File: src/igc_div_cell.sv
module igc_div_cell #(
   parameter int DW = 49,
   parameter int QW = 65,
   parameter int SW = 2
) (
   input  logic          clock,
   input  logic          reset,
   input  logic          enable,
   input  logic          in_valid,
   input  logic [DW-1:0] in_rem,
   input  logic [QW-1:0] in_nq,
   input  logic [DW-1:0] in_div,
   input  logic [SW-1:0] in_side,
   output logic          out_valid,
   output logic [DW-1:0] out_rem,
   output logic [QW-1:0] out_nq,
   output logic [DW-1:0] out_div,
   output logic [SW-1:0] out_side
);
   logic [DW:0]   shifted;
   logic [DW+1:0] diff;
   logic          take;
   logic          valid_ff;
   logic [DW-1:0] rem_ff, div_ff, rem_in;
   logic [QW-1:0] nq_ff;
   logic [SW-1:0] side_ff;

   // one restoring step: shift in the next numerator bit, subtract if it fits
   always_comb begin
      shifted = {in_rem, in_nq[QW-1]};
      diff    = {1'b0, shifted} - {2'b00, in_div};
      take    = ~diff[DW+1];
      rem_in  = take ? diff[DW-1:0] : shifted[DW-1:0];
   end

   always_ff @(posedge clock) begin
      if (reset) begin
         valid_ff <= 1'b0;
      end else if (enable) begin
         valid_ff <= in_valid;
      end
   end

   always_ff @(posedge clock) begin
      if (enable) begin
         rem_ff  <= rem_in;
         nq_ff   <= {in_nq[QW-2:0], take};
         div_ff  <= in_div;
         side_ff <= in_side;
      end
   end

   assign out_valid = valid_ff;
   assign out_rem   = rem_ff;
   assign out_nq    = nq_ff;
   assign out_div   = div_ff;
   assign out_side  = side_ff;
endmodule

File: config.mk
export PLATFORM = sky130hd
export DESIGN_NAME = igc_div_cell
export DESIGN_NICKNAME = d
export VERILOG_FILES = /design/src/igc_div_cell.sv
export SDC_FILE = /design/constraint.sdc
export NUM_CORES = 1
export LEC_CHECK = 0
export ABC_AREA = 1
export BUFFER_PORTS_ARGS = -buffer_cell sky130_fd_sc_hd__buf_2
export CORE_MARGIN = 2
export CORE_UTILIZATION = 41
export CTS_CLUSTER_DIAMETER = 150
export DETAILED_ROUTE_END_ITERATION = 8
export GPL_ROUTABILITY_DRIVEN = 0
export PLACE_DENSITY = 0.67
export SKIP_CTS_REPAIR_TIMING = 1
export SLEW_MARGIN = 5
export SYNTH_ARGS = -nofsm -noshare
export SYNTH_HDL_FRONTEND = slang
export SYNTH_SLANG_ARGS = --single-unit
File: constraint.sdc
create_clock -name clock -period 5.25 [get_ports clock]
set_input_delay 0.2625 -clock clock [delete_from_list [all_inputs] [get_ports clock]]
set_output_delay 0.2625 -clock clock [all_outputs]
set_load 0.01 [all_outputs]
# --- Yosys cells after proc, flatten, opt, wreduce, memory -nomap -nowiden ---
# Cells that the tools add are included.
classes:
  n_mux: 1
  bitwise_logic: 1
  n_addsub: 1
op_table:
  columns: ["cell", "n"]
  rows:
  - ["$sub 50x49->51", 1]
  - ["$mux 49", 1]
  - ["$not 1->1", 1]
word_totals:
  word_cells: 8
  output_inout_bits: 166
  reg_bits: 166

# --- Logic depth before layout (Yosys ltp) ---
# Gate-level depths: netlist (run 1).
depth:
  word_depth: 2
  ltp_mapped: 16
  mapped_depth_nobuf: 15

# --- Worst setup path before layout (run 1) ---
# Ideal clock, no wire load.
synth_path:
  path_kind: "input-to-reg"
  startpoint: "in in_nq[64]"
  endpoint: "reg rem_ff[47] (netlist: out_rem[47]) (data pin)"
  setup_ns: 0.253
  path_buffers: 1
  cell_stages: 13
  slack_ns: 3.272
  t_required_ns: 4.997
  arrival_time_ns: 1.725
  path_cell_list: "inv_1 -> ha_1 -> inv_1 -> fa_1 -> nand3_1 -> nand3_2 -> nand2_1 -> nand2_2 -> nand2_2 -> nand3_2 -> buf_4 -> nand3_1 -> nand2_1"
synth_via:
  elab_chain_cells: 2
synth_rtl:
  columns: ["item", "line", "rtl"]
  rows:
  - ["start, declared", "11", "input logic [QW-1:0] in_nq,"]
  - ["$sub 50x49->51", "31", "diff = {1'b0, shifted} - {2'b00, in_div};"]
  - ["$mux 49", "33", "rem_in = take ? diff[DW-1:0] : shifted[DW-1:0];"]
  - ["net rem_in[47]", "24", "logic [DW-1:0] rem_ff, div_ff, rem_in;"]
  - ["end signal, assigned", "46", "rem_ff <= rem_in;"]
  - ["end, declared", "24", null]
# The timed path passes the listed nets, and every way through them passes these cells.
# A chain may end at the register's enable or synchronous reset.

# --- Final worst setup path (run 1) ---
layout_path:
  startpoint: "in in_div[16]"
  endpoint: "reg rem_ff[43] (netlist: out_rem[43]) (data pin)"
layout_via:
  elab_chain_cells: 2
layout_rtl:
  columns: ["item", "line", "rtl"]
  rows:
  - ["start, declared", "12", "input logic [DW-1:0] in_div,"]
  - ["$sub 50x49->51", "31", null]
  - ["$mux 49", "33", null]
  - ["net rem_in[43]", "24", null]
# The timed path passes the listed nets, and every way through them passes these cells.

==> results of run 1 <==
## stage by stage
step,hold slack (ns),cell area (sq um)
2_1_floorplan,0.3349,10350
3_3_place_gp,0.4209,12360
3_5_place_dp,0.4247,12360
4_1_cts,-0.03664,12960
5_1_grt,0.00004305,13500
6_report,0.004761,13500
## area by class of cell
| cell class | instances | area (sq um) |
|---|---|---|
| Clock inverter | 15 | 175.2 |
| Fill cell | 2423 | 11460 |
| Clock buffer | 17 | 425.4 |
| Sequential cell | 166 | 4975 |
| Multi-Input combinational cell | 844 | 4139 |
| Inverter | 300 | 1126 |
| Tap cell | 330 | 412.9 |
| Timing Repair Buffer | 392 | 2248 |
## report_power, final
part	switching, W	internal, W
registers	0.0000345	0.00162
logic	0.000590	0.000346
clock network	0.000663	0.000648
total	0.00129	0.00261
## cell families (layout without fill, tap and decap cells)
family / count (synthesis) / in the layout
and+or+nand+nor: 738 / 738
buffers and inverters: 315 / 724
DFF: 166 / 166
adders and majority gates: 50 / 50
AOI/OAI and AO/OA: 31 / 31
xor gates and xnor gates: 24 / 24
muxes: 1 / 1
## metal layers
metal / part of all wire [%] / track usage [%]
met1: 42 / 29.72
met2: 48 / 39.52
met3: 8.3 / 5.373
met4: 2.1 / 6.718
met5: 0.041 / 0
## final timing paths
path | depth (start not counted) | slack (ns) | end
hold / removal | 1 | 0.005 | out_nq[26]
hold reg to reg | 2 | 0.51 | out_valid
setup reg to reg | 2 | 4.67 | out_valid
setup / recovery | 17 | 2.42 | out_rem[43]
## cells in the mapped netlist (all sizes together)
| cell | n |
|---|---|
| a21oi | 27 |
| and2 | 2 |
| buf | 12 |
| clkbuf | 3 |
| clkinv | 2 |
| dfxtp | 1 |
| edfxtp | 165 |
| fa | 1 |
| ha | 49 |
| inv | 298 |
| mux2i | 1 |
| nand2 | 498 |
| nand3 | 118 |
| nand3b | 2 |
| nand4 | 13 |
| nor2 | 98 |
| nor3 | 4 |
| nor4 | 2 |
| o21ai | 3 |
| o21bai | 1 |
| or2 | 1 |
| xor2 | 24 |
## worst max-delay path, delay by kind of cell
| kind | cells | cell delay (ns) |
|---|---|---|
| adders and majority gates | 1 | 0.32 |
| buffers and inverters | 7 | 1.30 |
| and+or+nand+nor | 9 | 1.11 |
## sequential cells by signal, indices dropped and copies added, names as in the netlist
name,flops
out_rem,49
out_div,49
out_valid,1
out_side,2
out_nq,65
==> impl_metrics.toml, run 1 <==
[clocking]
clk_pin_slew_ns = 0.08
tritoncts = "yes"
clock_sinks = 166
cts_root_buffer = "clkbuf_16"
ctsLongestPathBuffers = 2
h-tree-depth = 4
cts_buffers = 17
insertion_delay_ns = 0.43

[flow_run]
max_cap_violations = 0

[global_routing]
grt_pass1_vias = 8940
antenna_found_initial = 1
overflow = 0
grt_max_degree = 79
gr-usage-all-layers_pct = 23.29
grt_pass1_wl_microns = 47600

[route]
drt_iter0_drc = 873
wire_per_inst_microns = 15.53
routed-via-count = 9666
drc = 0
dr.pass1.iters = 6
wl_microns = 32050
drt-vias-per-instance = 4.683
antenna_left = 0

[setup_path]
cp_max_fo = 28
crit_chain = "dlygate4sd3_1 > buf_2 > inv_1 > ha_1 > nand2_1 > inv_1 > nand2_1 > nand2_1 > inv_1 > nand2_1 > inv_1 > nand2_2 > nand2_2 > nand3_2 > buf_4 > nand3_1 > nand2_1"
cpMostUsedCell = "nand2_1"
criticalPathCategory = "input pin to flip-flop"
end_kind = "flip-flop"
arrival_ns = 3.02
setup.worst_path.start = "in_div[16]"
critical_path.slowest_cell = "dlygate4sd3_1"
timing.rr.start = "out_valid"
slowest_delay_ns = 0.53
worstPathRequired_ns = 5.44
start_kind = "input pin"

[floorplanning]
initial_core_util_pct = 41.48
pin_count = 335
die_h_microns = 162.9
fp.coreArea_sq_mm = 0.02496
num_rows = 58
dieArea_sq_mm = 0.02654
die_w_microns = 162.9

[timing]
setup_tns_ns = 0
setup_viol_count_final = 0
hold_viol_final = 0
drv_slew = 0
clock_skew_ns = 0
fin_crit_ns = 2.834
min_period_over_period_pct = 53.97
fmax_ghz = 0.3529
worst_pin_slew_ns = 0.8902
rsz0062_at_grt = "no"
slew-limit-headroom_pct = 40.65
fin_ws_ns = 2.417

[synth]
synth_seq_cells = 166
yosys.cell_types.count = 31
synth_area_sq_mm = 0.01035
synth_compound_area_share_pct = 1.522
synth-simple-area-share_pct = 30.21
yosysTopAreaCell = "edfxtp_1"
synth_fa_ha_area_share_pct = 6.114
syn_nets = 1544
avgSynthCellArea_sq_um = 7.815
synthMuxAreaShare_pct = 0.09667
postSynthCellCount = 1325
synth.area.top_cells = "edfxtp_1 48%, nand2_1 18%, inv_1 10%"
synth_top_area_share_pct = 47.85
yosys.area_share.xor_xnor_pct = 2.030
synth_warnings = 0
synth-seq-area-share_pct = 48.04
synth_top_family_by_area = "simple AND/OR/NAND/NOR gates"

[placement]
place_hpwl_microns = 24940
post-place-ws_ns = 2.335
placed_cells = 1978
io_buffers = 334

[pwr]
p_total_w = 0.003900
p_leak_nw = 7.205
peakVddDrop_v = 0.0001681
p_per_area_mw_per_mm2 = 288.9

[hold_path]
min-delay-start = "in_nq[25]"
hp-class = "input pin to flip-flop"

[layout]
final_common_cell = "nand2_1"
drive_gt1_share_pct = 24.16
areaGrowthSynthToFinish_pct = 30.39
fin_util_pct = 54.08
most-common-layout-cells = "495 x nand2_1, 333 x buf_2, 286 x inv_1, 165 x edfxtp_1, 95 x nand3_1"
layoutNonFillerInstCount = 2064
antennaDiodeCount = 0
final_nets = 1940

[status]
outcome = "completed"
Note: power is estimated with default switching activity, not from simulation.
==> inputs of run 2 (changes only) <==
clock period = 2.7 ns   (was 5.25 ns; I/O delays follow)
==> run 2 against run 1 <==
Clock-buffer cell count did not move. Final area up 5.2%. Highest routed layer unchanged. Worst setup slack worse by 2.2 ns. Die area stayed put. Critical path type unchanged. Critical path depth did not move. Largest power group unchanged. Sequential share of layout area down 1.8 points. Core utilization is 2.8 points higher. Combinational power up 110%.
==> impl_metrics.toml, run 2 (synthesis results as in run 1) <==
[status]
outcome = "completed"

[global_routing]
grt_max_degree = 58
overflow = 0
gr-usage-all-layers_pct = 23.64
antenna_found_initial = 3
grt_pass1_wl_microns = 47960
grt_pass1_vias = 9123

[setup_path]
cp_max_fo = 26
end_kind = "flip-flop"
cp_num_buf_inv = 6
cpMostUsedCell = "nand2_1"
setup.worst_path.start = "in_div[28]"
r2r-end = "out_valid"
reg2reg_depth = 3
worstPathRequired_ns = 3.00
slowest_delay_ns = 0.53
criticalPathCategory = "input pin to flip-flop"
crit_family = "simple AND/OR/NAND/NOR gates"
crit_chain = "dlygate4sd3_1 > buf_2 > inv_1 > ha_1 > nand2_1 > inv_1 > nand2_1 > nand2_1 > nand2_1 > nand2_1 > inv_2 > nand2_1 > nand2_1 > and2_4 > buf_4 > nand3_2 > nand2_1"
start_kind = "input pin"
arrival_ns = 2.77
timing.rr.start = "out_valid"
critical_path.slowest_cell = "dlygate4sd3_1"
reg2reg_slack_ns = 1.54

[route]
drt-vias-per-instance = 4.712
wl_met1_microns = 14030
met2RoutedLength_microns = 16050
dr.pass1.iters = 5
antenna_left = 0
drc = 0
wire_per_inst_microns = 15.69
routed-via-count = 10050
wl_microns = 33460
dr.max_layer_used = "met5"
wl_met3_microns = 2442
drt_iter0_drc = 774

[placement]
dpl_cell_area_sq_mm = 0.01245
io_buffers = 334
place_hpwl_microns = 25560

[clocking]
h-tree-depth = 4
cts_root_buffer = "clkbuf_16"
insertion_delay_ns = 0.43
clk_pin_slew_ns = 0.08
tritoncts = "yes"
clock_sinks = 166
ctsLongestPathBuffers = 2
cts_buffers = 17

[layout]
fill_cells = 2353
final_common_cell = "nand2_1"
final_area_sq_mm = 0.01420
fin_util_pct = 56.87
antennaDiodeCount = 0
final_nets = 2008
areaGrowthSynthToFinish_pct = 37.11
drive_gt1_share_pct = 23.47
most-common-layout-cells = "495 x nand2_1, 333 x buf_2, 286 x inv_1, 165 x edfxtp_1, 117 x dlygate4sd3_1"
largest_reg_flops = 65

[hold_path]
worstHoldPathCells = 3
min-delay-start = "in_rem[2]"
worstHoldEndpoint = "out_rem[3]"
hp-class = "input pin to flip-flop"

[floorplanning]
initial_core_util_pct = 41.48
die_w_microns = 162.9
pin_count = 335
fp.coreArea_sq_mm = 0.02496
dieArea_sq_mm = 0.02654
num_rows = 58
die_h_microns = 162.9

[pwr]
p_leak_nw = 7.502
p_per_area_mw_per_mm2 = 536.8
peakVddDrop_v = 0.0003435

[timing]
min_period_over_period_pct = 91.71
worst_pin_slew_ns = 0.5481
fmax_ghz = 0.4038
drv_slew = 0
slew-limit-headroom_pct = 63.46
hold_viol_final = 0
fin_crit_ns = 2.476
setup_viol_count_final = 0
clock_skew_ns = 0

[flow_run]
max_cap_violations = 0
==> run 2: cell type report <==
class	count	area, sq um	area share (%)
sequential	166	4975	35.04
multi-input combinational	844	4139	29.15
timing repair buffer	460	2967	20.90
inverter	300	1126	7.932
clock buffer	17	425.4	2.996
tap	330	412.9	2.908
clock inverter	15	152.6	1.075
==> run 2: where the power goes <==
| group | internal (W) | total [W] | leakage, nW | switching (W) |
|---|---|---|---|---|
| combinational | 0.000748 | 0.00192 | 5.60 | 0.00117 |
| sequential | 0.00315 | 0.00322 | 1.62 | 0.0000767 |
| clock | 0.00124 | 0.00248 | 0.282 | 0.00124 |
==> run 2: worst max path at each step <==
stage	endpoint	slack, ns	depth (start not counted)
after floorplan	out_rem[47]	0.85	13
after global routing	out_rem[2]	-0.03	15
final	out_rem[21]	0.22	17
after CTS	out_rem[24]	0.77	14
after global placement	out_rem[19]	0.32	14
after detailed placement	out_rem[24]	0.32	14
==> run 2: worst reg2reg max path, cell delays in order (launching register included) <==
cell and delay [ns]:
dfxtp_1 0.31, mux2i_1 0.14, nor2_1 0.06, dlygate4sd3_1 0.55
==> run 2: per-stage QoR <==
stage	setup WS (ns)	setup TNS (ns)	hold WS [ns]	std cells	power, W
global placement	0.3170	0	0.2943	1983	0.005017
detailed placement	0.3161	0	0.2958	1983	0.005041
finish	0.2237	0	0.01387	2132	0.007621
CTS	0.7731	0	-0.1676	2015	0.007518
floorplan	0.8497	0	0.2074	1325	0.004290
global route	-0.02842	-0.04142	0.01597	2132	0.007985
==> run 2: routing by layer <==
metal	vias to the layer above	global-route usage (%)
met2	411	40.68
met4	6	8.568
met3	59	4.762
met5	-	0
met1	4535	29.44
li1	5036	-
==> inputs of run 3 (changes only) <==
CELL_PAD_IN_SITES_DETAIL_PLACEMENT = 1   (was not set)
CELL_PAD_IN_SITES_GLOBAL_PLACEMENT = 1   (was not set)
CORE_UTILIZATION = 37   (was 41)
PLACE_DENSITY = 0.81   (was 0.67)
==> run 3 against run 2 <==
Combinational power grew 4%. Sequential cell count is the same. Non-clock buffer count grew 2. Final area grew 0.37%. Cell count grew 2.4%. Clock-buffer cell count is the same. Clock power shrank 2%. Wire length grew 20%. Highest routed layer unchanged.
==> impl_metrics.toml, run 3 (synthesis results as in run 1) <==
[status]
outcome = "completed"

[placement]
placed_cells = 2033
io_buffers = 334
place_hpwl_microns = 29420

[setup_path]
reg2reg_slack_ns = 1.43
criticalPathCategory = "input pin to flip-flop"
worstPathRequired_ns = 2.89
arrival_ns = 2.76
start_kind = "input pin"
cp_max_fo = 38
end_kind = "flip-flop"

[clocking]
h-tree-depth = 4
clk_pin_slew_ns = 0.07
clock_sinks = 166
cts_root_buffer = "clkbuf_16"
insertion_delay_ns = 0.43
tritoncts = "yes"
cts_buffers = 17
ctsLongestPathBuffers = 2

[route]
wire_per_inst_microns = 18.32
antenna_left = 0
drt-vias-per-instance = 4.759
drt_iter0_drc = 705
dr.pass1.iters = 5
routed-via-count = 10390
drc = 0
wl_microns = 39980

[pwr]
p_switching_w = 0.002550
p_clk_share_pct = 31.6
peakVddDrop_v = 0.0003115
p_total_w = 0.007672
combPwrFrac_pct = 26.1
internal-power_w = 0.005122
switching_share_pct = 33.23
p_seq_share_pct = 42.3
p_per_area_mw_per_mm2 = 538.4
p_leak_nw = 7.495

[floorplanning]
die_w_microns = 171.3
pin_count = 335
initial_core_util_pct = 37.38
fp.coreArea_sq_mm = 0.02771
die_h_microns = 171.3
num_rows = 61
dieArea_sq_mm = 0.02934

[flow_run]
max_cap_violations = 0

[timing]
min_period_over_period_pct = 95.33
fmax_ghz = 0.3885
fin_crit_ns = 2.574
clock_skew_ns = 0
drv_slew = 0
worst_pin_slew_ns = 0.6319
hold_viol_final = 0
setup_viol_count_final = 0
slew-limit-headroom_pct = 57.87

[global_routing]
overflow = 0
antenna_found_initial = 4
grt_pass1_vias = 10110
grt_pass1_wl_microns = 54080
grt_max_degree = 69
gr-usage-all-layers_pct = 24.23

[layout]
areaGrowthSynthToFinish_pct = 37.61
fill_cells = 3507
most-common-layout-cells = "495 x nand2_1, 333 x buf_2, 286 x inv_1, 165 x edfxtp_1, 117 x dlygate4sd3_1"
final_nets = 2010
final_common_cell = "nand2_1"
regArea_sq_mm = 0.004975
drive_gt1_share_pct = 23.56
fin_util_pct = 51.43
layoutNonFillerInstCount = 2183
multi_input_area_sq_mm = 0.004139
largest_reg_flops = 65

[hold_path]
hp-class = "input pin to flip-flop"
run 3: final timing paths:
kind / from / to / cells past startpoint
setup / recovery: in_div[20] / out_rem[18] / 14
hold / removal: in_rem[14] / out_rem[15] / 3
setup reg to reg: out_valid / out_valid / 3
hold reg to reg: out_valid / out_valid / 3
run 3: cell type report:
| type | count | area share, % |
|---|---|---|
| flip-flops and latches | 166 | 34.91 |
| multi-input cells | 844 | 29.05 |
| repair buffers | 462 | 20.84 |
| inverters | 300 | 7.902 |
| well taps | 378 | 3.319 |
| clock buffers | 17 | 2.985 |
| clock inverters | 15 | 0.9834 |
| diodes | 1 | 0.01756 |
run 3: power groups by stage:
stage	clock [W]	sequential, W	combinational (W)
3_3_place_gp	0	0.00329	0.00178
5_1_grt	0.00256	0.00326	0.00221
2_1_floorplan	0	0.00342	0.000873
4_1_cts	0.00244	0.00324	0.00185
3_5_place_dp	0	0.00329	0.00183
6_report	0.00242	0.00324	0.00200
run 3: metal layers:
layer,track usage (%),part of all wire [%],up-vias
li1,-,-,5040
met1,28.67,41,4937
met3,4.694,5.7,66
met5,0,0.12,-
met4,7.480,2.7,6
met2,44.18,51,340
run 3: critical path, cell delays in order:
cell and delay [ns]:
dlygate4sd3_1 0.58, buf_2 0.15, inv_1 0.05, ha_1 0.38, nand2_1 0.15, nor2_2 0.24, inv_2 0.07, nor2_2 0.10
nand2_1 0.07, nor2_1 0.13, nand2_2 0.09, buf_4 0.31, nand3_2 0.17, nand2_1 0.08
run 3: stage by stage:
step | setup slack [ns] | cell area [sq um] | hold slack [ns] | setup TNS, ns
6_report | 0.1262 | 14250 | 0.008689 | 0
5_1_grt | -0.04185 | 14250 | 0.005386 | -0.04746
4_1_cts | 0.7070 | 13080 | -0.1607 | 0
3_5_place_dp | 0.2604 | 12510 | 0.3028 | 0
3_3_place_gp | 0.3168 | 12510 | 0.2920 | 0
2_1_floorplan | 0.8497 | 10350 | 0.2074 | 0
